File: src/rtl/kruskal_union_find_mst_weight_unit_defines.svh
// Assertion macros for the spanning-forest weight unit.
// Included by the top level; depends on nothing else.
`ifndef KRUSKAL_UNION_FIND_MST_WEIGHT_UNIT_DEFINES_SVH
`define KRUSKAL_UNION_FIND_MST_WEIGHT_UNIT_DEFINES_SVH

// The consequent must hold in the same cycle as the antecedent.
`define KUFM_ASSERT_NOW(lbl, clk, rst, ante, cons, msg) \
  lbl: assert property (@(posedge clk) disable iff (rst) (ante) |-> (cons)) \
    else $error(msg);

// The consequent must hold in the cycle after the antecedent.
`define KUFM_ASSERT_NEXT(lbl, clk, rst, ante, cons, msg) \
  lbl: assert property (@(posedge clk) disable iff (rst) (ante) |=> (cons)) \
    else $error(msg);

`endif

File: src/rtl/kufm_pkg.sv
// Shared widths, constants and controller/datapath structs for the
// spanning-forest weight unit. Depends on nothing.
`default_nettype none

package kufm_pkg;

  localparam int MAX_VERTICES = 1024;
  localparam int VERT_BITS    = 10;
  localparam int COUNT_BITS   = 11;
  localparam int WEIGHT_BITS  = 16;
  localparam int SUM_BITS     = 26;
  localparam int RANK_BITS    = 4;

  typedef logic [VERT_BITS-1:0]   vertex_t;
  typedef logic [COUNT_BITS-1:0]  count_t;
  typedef logic [WEIGHT_BITS-1:0] weight_t;
  typedef logic [SUM_BITS-1:0]    sum_t;
  typedef logic [RANK_BITS-1:0]   rank_t;

  localparam count_t  VC_RESET  = COUNT_BITS'(MAX_VERTICES);
  localparam count_t  VC_LIMIT  = COUNT_BITS'(MAX_VERTICES);
  localparam vertex_t LAST_VERT = VERT_BITS'(MAX_VERTICES - 1);
  localparam rank_t   RANK_MAX  = '1;
  localparam sum_t    SUM_MAX   = '1;

  // Commands from the controller to the datapath.
  typedef struct packed {
    logic load;        // capture the input beat and its flags
    logic start_walk;  // cur <= selected endpoint, read its parent
    logic find_step;   // climb one level towards the root
    logic save_root;   // current vertex is the root of the selected side
    logic comp_step;   // point cur at the root and move to its old parent
    logic sel_b;       // selects the second endpoint / root
    logic rank_b;      // rank read address: root b instead of root a
    logic rank_cap;    // capture the rank of root a
    logic link;        // merge the two sets and add the weight
    logic publish;     // load the result register
    logic clear_sums;  // clear running sum and previous weight
    logic clear_step;  // reset one table entry of the clearing pass
  } kufm_cmd_t;

  // Status from the datapath to the controller.
  typedef struct packed {
    logic hit;         // parent of cur is cur itself
    logic at_root_a;   // cur equals root a
    logic at_root_b;   // cur equals root b
    logic same_root;   // both endpoints lie in one set
    logic bad;         // an endpoint is out of range
    logic last;        // the item closes the run
    logic clr_last;    // clearing pass is at its final entry
    logic out_free;    // result register can take a new result
  } kufm_stat_t;

endpackage

`default_nettype wire

File: src/rtl/kufm_ctrl.sv
// Controller state machine: sequences the two finds with path compression,
// the link, the result and the clearing pass. Depends on kufm_pkg.
`default_nettype none

module kufm_ctrl import kufm_pkg::*; (
  input  logic       clk,
  input  logic       rst,
  input  logic       in_valid,
  output logic       in_ready,
  input  kufm_stat_t stat,
  output kufm_cmd_t  cmd
);

  typedef enum logic [3:0] {
    ST_CLEAR,
    ST_IDLE,
    ST_CHECK,
    ST_FIND_A,
    ST_COMP_A,
    ST_FIND_B,
    ST_COMP_B,
    ST_RANK_A,
    ST_LINK,
    ST_DONE
  } state_t;

  state_t state;
  state_t state_next;

  assign in_ready = (state == ST_IDLE);

  // Next state and commands for this cycle.
  always_comb begin
    state_next = state;
    cmd        = '0;
    unique case (state)
      ST_CLEAR: begin
        cmd.clear_step = 1'b1;
        if (stat.clr_last) begin
          state_next = ST_IDLE;
        end
      end
      ST_IDLE: begin
        if (in_valid) begin
          cmd.load   = 1'b1;
          state_next = ST_CHECK;
        end
      end
      ST_CHECK: begin
        if (stat.bad) begin
          state_next = ST_DONE;
        end else begin
          cmd.start_walk = 1'b1;
          state_next     = ST_FIND_A;
        end
      end
      ST_FIND_A: begin
        if (stat.hit) begin
          cmd.save_root  = 1'b1;
          cmd.start_walk = 1'b1;
          state_next     = ST_COMP_A;
        end else begin
          cmd.find_step = 1'b1;
        end
      end
      ST_COMP_A: begin
        if (stat.at_root_a) begin
          cmd.sel_b      = 1'b1;
          cmd.start_walk = 1'b1;
          state_next     = ST_FIND_B;
        end else begin
          cmd.comp_step = 1'b1;
        end
      end
      ST_FIND_B: begin
        cmd.sel_b = 1'b1;
        if (stat.hit) begin
          cmd.save_root  = 1'b1;
          cmd.start_walk = 1'b1;
          state_next     = ST_COMP_B;
        end else begin
          cmd.find_step = 1'b1;
        end
      end
      ST_COMP_B: begin
        cmd.sel_b = 1'b1;
        if (stat.at_root_b) begin
          // The rank read of root a is issued here (rank_b low).
          state_next = stat.same_root ? ST_DONE : ST_RANK_A;
        end else begin
          cmd.comp_step = 1'b1;
        end
      end
      ST_RANK_A: begin
        cmd.rank_cap = 1'b1;
        cmd.rank_b   = 1'b1;
        state_next   = ST_LINK;
      end
      ST_LINK: begin
        cmd.link   = 1'b1;
        state_next = ST_DONE;
      end
      ST_DONE: begin
        if (stat.out_free) begin
          cmd.publish = 1'b1;
          if (stat.last) begin
            cmd.clear_sums = 1'b1;
            state_next     = ST_CLEAR;
          end else begin
            state_next = ST_IDLE;
          end
        end
      end
      default: begin
        state_next = ST_CLEAR;
      end
    endcase
  end

  // State register; reset starts the clearing pass.
  always_ff @(posedge clk) begin
    if (rst) begin
      state <= ST_CLEAR;
    end else begin
      state <= state_next;
    end
  end

endmodule

`default_nettype wire

File: config.mk
export PLATFORM = sky130hd
export DESIGN_NAME = kufm_ctrl
export DESIGN_NICKNAME = d
export VERILOG_FILES = /design/src/rtl/kruskal_union_find_mst_weight_unit_defines.svh /design/src/rtl/kufm_pkg.sv /design/src/rtl/kufm_ctrl.sv
export SDC_FILE = /design/constraint.sdc
export NUM_CORES = 1
export LEC_CHECK = 0
export BUFFER_PORTS_ARGS = -buffer_cell sky130_fd_sc_hd__buf_2
export CELL_PAD_IN_SITES_DETAIL_PLACEMENT = 1
export CELL_PAD_IN_SITES_GLOBAL_PLACEMENT = 2
export CORE_UTILIZATION = 22
export DETAILED_ROUTE_END_ITERATION = 8
export PLACE_DENSITY_LB_ADDON = 0.1
export RECOVER_POWER = 100
export SETUP_SLACK_MARGIN = 0.1
export SKIP_CTS_REPAIR_TIMING = 1
export SLEW_MARGIN = 20
export SYNTH_ARGS = -nofsm -noshare
export SYNTH_HDL_FRONTEND = slang
export SYNTH_SLANG_ARGS = --single-unit
export TNS_END_PERCENT = 1
File: constraint.sdc
create_clock -name clk -period 3.55 [get_ports clk]
set_clock_uncertainty 0.1 [all_clocks]
set_input_delay 0.355 -clock clk [delete_from_list [all_inputs] [get_ports clk]]
set_output_delay 0.355 -clock clk [all_outputs]
set_load 0.01 [all_outputs]
# --- Yosys cells after proc, flatten, opt, wreduce, memory -nomap -nowiden ---
# Index checks and enable logic that the tools add are counted.
word_totals:
  regBits: 4
  inputBits: 11
  out_inout_bits: 13
op_classes:
  n_eq_ne: 16
  n_mux: 29
  n_reduce_logical: 4
op_table:
  columns: ["op", "n"]
  rows:
  - ["$pmux W4 S10", 1]
  - ["$mux W4", 9]
  - ["$eq A4 B3 Y1 const B", 4]
  - ["$ne A2 B2 Y1 const B", 7]
  - ["$mux W1", 12]
  - ["$eq A4 B2 Y1 const B", 2]
  - ["$eq A4 B4 Y1 const B", 2]
  - ["$mux W2", 4]
  - ["$reduce_and A7 Y1", 1]
  - ["$eq A4 B1 Y1 const B", 1]
  - ["$logic_not A4 Y1", 1]
  - ["$pmux W1 S2", 2]
  - ["$reduce_or A2 Y1", 2]
  - ["$pmux W1 S3", 1]

# --- Logic depth before layout (Yosys ltp) ---
# Gate-level depths: netlist of run 1.
logic_depth:
  word_depth: 3
  mapped_depth: 7
  depth_no_buf: 5

# --- Worst setup path after synthesis of run 1 ---
# OpenSTA, ideal clock, no wires.
synth_timing:
  kind: "reg-to-reg"
  start: "register state[2]"
  end: "register state[1]"
  t_arrival_ns: 1.512
  setup_slack_ns: 1.793
  path_stages_with_launch: 6
  n_path_buf: 1
  path_cell_list: "dfxtp_1 buf_2 nor4_1 a32oi_1 a41oi_1 a311oi_1"
synth_between:
  elab_chain_len: 3
  word_cells_on_any_way: 19
synth_lines:
  columns: ["item", "line", "source"]
  rows:
  - ["from (decl)", "kufm_ctrl.sv:27", "state_t state;"]
  - ["from (signal assigned)", "kufm_ctrl.sv:125", "state <= state_next;"]
  - ["$eq A4 B2 Y1 (tied with other cells)", "kufm_ctrl.sv:36", "unique case (state)"]
  - ["$ne A2 B2 Y1 (no line)", null, null]
  - ["$reduce_and A7 Y1 (no line)", null, null]
# Several ways; a longest one is shown, not always the timed one.
# A chain may end at the register's enable or synchronous reset.

==> impl_metrics.ini, run 1 <==
[drt]
ant_nets = 0
via_count = 555
drtPass1Iterations = 4
drc = 0
wl_mm = 1.43
via_per_inst = 4.91
routedWlPerCell_microns = 12.6
drt_iter0_drc = 17

[placed_design]
dp_hpwl_mm = 1.12
port_buffers = 23
place_ws_ps = 1660
place_congestion = 0.748
dp.cells = 110
placed_area_sq_um = 562

[timing]
finalSetupViolCount = 0
finalSetupTns_ps = 0
finalHoldViolCount = 0
clock.fmax_mhz = 464
period_needed_ps = 2160
setup_slack_ps = 1390
drv_slew = 0
max_slew_margin_pct = 66.0
post-route-period-util_pct = 60.8
rsz0062_at_grt = no
worst_slew_pin_slew_ps = 509

[yosys]
synthTopCellsByCount = nor2_1 (8), nand2_1 (6), o21ai_0 (5)
synth_area_per_cell_sq_um = 6.74
ys_top_cells_by_area = dfxtp_1 (18%), nor2_1 (6.6%), a311oi_1 (5.8%)
synth_fp_nets = 78
synth_edf_count = 0
ys_types = 29
yosysMostFrequentCell = nor2_1
syn_inst = 67
synth_top_area_share_pct = 17.7
syn-cell-area_sq_um = 452
ys.flop_type = dfxtp_1
yosysTopAreaCell = dfxtp_1
async_flop_share_pct = 0
ys_seq_elements = 4
yosysSeqAreaShare_pct = 17.7
yosys_warnings = 0

[worst_setup_path]
setup.worst_path.start = state[1]$_SDFFE_PP0P_
worstSetupStartpointType = register
crit_required_ps = 3090
worstSetupPathType = register to primary output
cp-end-kind = primary output
crit_end = cmd[7]
crit_fanout = 16
rr_worst_depth = 4
r2r_slack_ps = 1670
r2r-start = state[0]$_SDFFE_PP0P_
crit_arrival_ps = 1700
crit-reg2reg-capture = state[1]$_SDFFE_PP0P_

[cells_and_area]
area_growth_syn_to_layout_pct = 25.8
finalInstanceArea_sq_um = 568
antenna-diode-count = 0
largest_reg_flops = 4
stdcell_count = 113
reg_top3 = state (4)
drive_gt1_share_pct = 15.1
fin_nets = 99
regMostFlops = state

[pwr]
vdd_drop_max_mv = 0.320
p_leak_uw = 0.000209
p_per_area_nw_per_um2 = 791

[floorplan]
io_pins = 24
dieHeight_microns = 47.3
die_area_sq_um = 2240
die_width_microns = 47.3
initial_core_util_pct = 23.3
core-area_sq_um = 1940
core.rowCount = 16

[clock_tree]
cts_made_buffers = 3
clock_latency_ps = 240
clock_sinks = 4
cts_tree = done
cts.clk_slew.worst_paths_ps = 40
clock_path_buffers = 2
root_buffer = clkbuf_4
htree_levels = 1

[global_routing]
grt_pass1_wl_mm = 2.23
grt-ovfl-total = 0
grt_antenna_before_repair = 0
grt_pass1_vias = 482
gr-usage-all-layers_pct = 14.1
grt_start_max_net_pins = 17

[job]
max-cap-violations = 0

[worst_hold_path]
hp-class = primary input to register

[run_status]
outcome = completed
## cell usage in the layout, fill, tap and decap left out, types with 2 or more instances in the layout
| cell | count |
|---|---|
| buf_2 | 10 |
| clkbuf_1 | 13 |
| nor2_1 | 8 |
| o21ai_0 | 5 |
| nand2_1 | 6 |
| dfxtp_1 | 4 |
| a311oi_1 | 3 |
| nand2b_1 | 4 |
| nor3b_1 | 3 |
| a32oi_1 | 2 |
| a31oi_1 | 2 |
| nand3_1 | 2 |
| clkbuf_4 | 3 |
| nor4_1 | 2 |
| a41oi_1 | 2 |
| inv_1 | 4 |
## metal layers
| metal | GRT usage (%) | up-vias | routed length (microns) | part of all wire, % |
|---|---|---|---|---|
| met5 | 0 | - | 0 | 0 |
| met4 | 3.43 | 0 | 0 | 0 |
| met3 | 2.69 | 0 | 67 | 4.7 |
| met2 | 22.5 | 16 | 675 | 47 |
| met1 | 19.5 | 252 | 682 | 48 |
| li1 | - | 287 | - | - |
## final cells by class
class / count / area (sq um)
Fill cell: 275 / 1370
Multi-Input combinational cell: 51 / 314
Timing Repair Buffer: 23 / 98.8
Sequential cell: 4 / 80.1
Tap cell: 27 / 33.8
Clock buffer: 3 / 22.5
Inverter: 5 / 18.8
## worst max-delay path, cell delays in order (launching register included)
cell	delay (ps)
dfxtp_1	630
nor2b_1	140
a2111o_1	450
inv_1	100
clkbuf_1	150
## logic make-up after synthesis
| family | share of synthesized area, % |
|---|---|
| AO/OA/AOI/OAI | 31.6 |
| XOR/XNOR | 1.94 |
| buffers and inverters | 12.7 |
| flip-flops | 17.7 |
| multiplexers | 2.22 |
| AND/OR/NAND/NOR | 33.8 |
## through the flow
stage,util (%),hold WS (ps),power [uW]
after detailed placement,28.9,481,401
final,29.3,234,449
after global placement,28.9,482,408
after global routing,29.3,230,495
after floorplan,-,327,326
after CTS,30.1,224,464
## where the power goes
part	switching [uW]	leakage, uW	total [uW]	internal, uW
sequential	68.9	0.0000329	134	64.8
combinational	146	0.000162	257	112
clock	20.5	0.0000138	58.5	38.0
total	235	0.000209	449	214
## how the worst min path moves through the flow
stage	slack, ps	cells after the start	startpoint	to
floorplan	330	1	rst	state[0]$_SDFFE_PP0P_
finish	230	2	rst	state[0]$_SDFFE_PP0P_
detailed placement	480	2	rst	state[0]$_SDFFE_PP0P_
global placement	480	2	rst	state[1]$_SDFFE_PP0P_
global route	230	2	rst	state[1]$_SDFFE_PP0P_
CTS	220	2	rst	state[0]$_SDFFE_PP0P_
No activity file was read; power rests on OpenSTA's default activity.
==> run 2, diff against run 1 <==
ABC_AREA = 1   (was unset)
CORE_UTILIZATION = 18   (was 22)
clock period = 1.9 ns   (was 3.55 ns; I/O delays follow)
==> impl_metrics.ini, run 2 <==
[pwr]
p_sw_uw = 498
p_leak_uw = 0.000335
vdd_drop_max_mv = 0.409
switching_share_pct = 55.5
cell_internal_pwr_uw = 399
clkPwrFrac_pct = 12.0
comb_power_share_pct = 65.9
power_frac_seq_pct = 22.0
p_per_area_nw_per_um2 = 1430
fin_total_pwr_uw = 896

[placed_design]
place_congestion = 0.784
place_ws_ps = 318
port_buffers = 23
dp_hpwl_mm = 1.34

[cells_and_area]
area_growth_syn_to_layout_pct = 25.5
fin_nets = 125
antenna-diode-count = 0
register_area_sq_um = 82.6
largest_reg_flops = 4
multi_input_area_sq_um = 323
layout_commonest_cell = nor2_1
reg_top3 = state (4)
regMostFlops = state
mostFrequentLayoutCells = nor2_1 (17), nand2_1 (16), buf_2 (16), nand3_1 (14), inv_1 (11)
fillers = 352
drive_gt1_share_pct = 28.6

[timing]
setup_slack_ps = 167
max_slew_margin_pct = 67.9
finalSetupTns_ps = 0
period_needed_ps = 1730
clock.fmax_mhz = 577
rsz0062_at_grt = no
worst_slew_pin_slew_ps = 479
finalSetupViolCount = 0
drv_slew = 0
finalHoldViolCount = 0
post-route-period-util_pct = 91.2

[yosys]
ys_top_cells_by_area = dfxtp_1 (16%), nand3_1 (14%), nand2_1 (12%)
yosysTopAreaCell = dfxtp_1
synthTopCellsByCount = nand2_1 (16), nor2_1 (15), nand3_1 (14), inv_1 (11)
synth_fp_nets = 100
syn_inst = 89
yosysSeqAreaShare_pct = 16.0
synth_top_area_share_pct = 16.0
yosys_warnings = 0
async_flop_share_pct = 0
synth_area_per_cell_sq_um = 5.62
ys.flop_type = dfxtp_1
syn-cell-area_sq_um = 500
ys_types = 18
yosysMostFrequentCell = nand2_1
synth_edf_count = 0
ys_seq_elements = 4

[clock_tree]
cts.clk_slew.worst_paths_ps = 40
clock_sinks = 4
clock_path_buffers = 2
htree_levels = 1
root_buffer = clkbuf_4
cts_tree = done
clock_latency_ps = 240
cts_made_buffers = 3

[worst_setup_path]
slowest_delay_ps = 440
crit_arrival_ps = 1440
crit_slowest_cell = dfxtp_2
crit_buf_inv = 2
crit_family = flip-flops
crit_path_cell_trace = inv_2 > nor2_1 > nand3b_1 > o211ai_1 > buf_2
crit_required_ps = 1610
cp-end-kind = primary output
worstSetupPathType = register to primary output
worstSetupStartpointType = register
crit_fanout = 8

[drt]
wl_mm = 1.62
drc = 0
drt_iter0_drc = 7
drtPass1Iterations = 4
via_per_inst = 4.39
ant_nets = 0
routedWlPerCell_microns = 11.4
via_count = 623

[floorplan]
dieHeight_microns = 54.7
die_width_microns = 54.7
core-area_sq_um = 2540
io_pins = 24
die_area_sq_um = 3000
initial_core_util_pct = 19.7
core.rowCount = 18

[global_routing]
grt-ovfl-total = 0
gr-usage-all-layers_pct = 12.4
grt_antenna_before_repair = 0
grt_pass1_vias = 553
grt_pass1_wl_mm = 2.54
grt_start_max_net_pins = 10

[run_status]
outcome = completed

[worst_hold_path]
hp-class = primary input to register

[job]
max-cap-violations = 0
==> run 2: changes by cell type in the layout (fill, tap and decap cells not counted), moves of 3 or more <==
cell / change
nor2_2: +3
a21oi_1: +4
inv_1: +7
nor3b_1: -3
buf_2: +6
nand3_1: +12
a311oi_1: -3
o21ai_0: -3
nor2_1: +9
clkbuf_1: -6
nand2_1: +10
nand2b_1: -4
inv_2: +4
==> run 2: path summary, 6_finish.rpt <==
kind,from,end,slack (ps),depth (start not counted)
worst max-delay path,state[1]$_SDFFE_PP0P_,cmd[10],170,5
worst min-delay path,rst,state[3]$_SDFFE_PP0P_,20,2
worst max register to register,state[1]$_SDFFE_PP0P_,state[0]$_SDFFE_PP0P_,330,8
worst min register to register,state[2]$_SDFFE_PP0P_,state[2]$_SDFFE_PP0P_,470,2
==> run 2: cell type report <==
cell class                      instances  area share (%)
Tap cell                               30            5.98
Timing Repair Buffer                   23            16.9
Sequential cell                         4            13.1
Inverter                               15            8.96
Clock buffer                            3            3.59
Multi-Input combinational cell         67            51.4
==> run 2: routing by layer <==
metal	vias to the layer above	track usage (%)	share of wire [%]
met5	-	0	0
met4	0	3.85	1.1
met3	2	3.33	4.8
met2	18	19.7	45
met1	276	15.9	49
li1	327	-	-
==> run 2: kinds of logic (layout without fill, tap and decap cells) <==
logic type      Yosys count  after routing  share of synthesized area (%)
compound gates            8              8                           8.75
buf+inv                  18             41                           16.5
flops                     4              4                           16.0
simple gates             59             59                           58.7
==> run 2: worst register-to-register path, cell delays in order (launching register included) <==
cell and delay, ps:
dfxtp_2 370, inv_2 100, nor2_1 90, nand3_1 120
nand2_2 50, nor2_1 370, nand3_1 130, nand2_1 80
nor2_1 40
==> run 2: stage by stage <==
step                      instance area [sq um]  hold slack [ps]  cells  utilization (%)
after floorplan                             500              159     89                -
after global placement                      627              268    139             24.6
after detailed placement                    627              274    139             24.6
after CTS                                   649             16.6    142             25.5
after global routing                        628             14.3    142             24.7
final                                       628             21.9    142             24.7
==> run 2: power groups by stage <==
stage / clock network (uW) / registers [uW] / logic, uW
2_1_floorplan: 0 / 142 / 528
3_3_place_gp: 0 / 199 / 651
3_5_place_dp: 0 / 198 / 647
4_1_cts: 114 / 197 / 648
5_1_grt: 123 / 204 / 682
6_report: 108 / 197 / 591
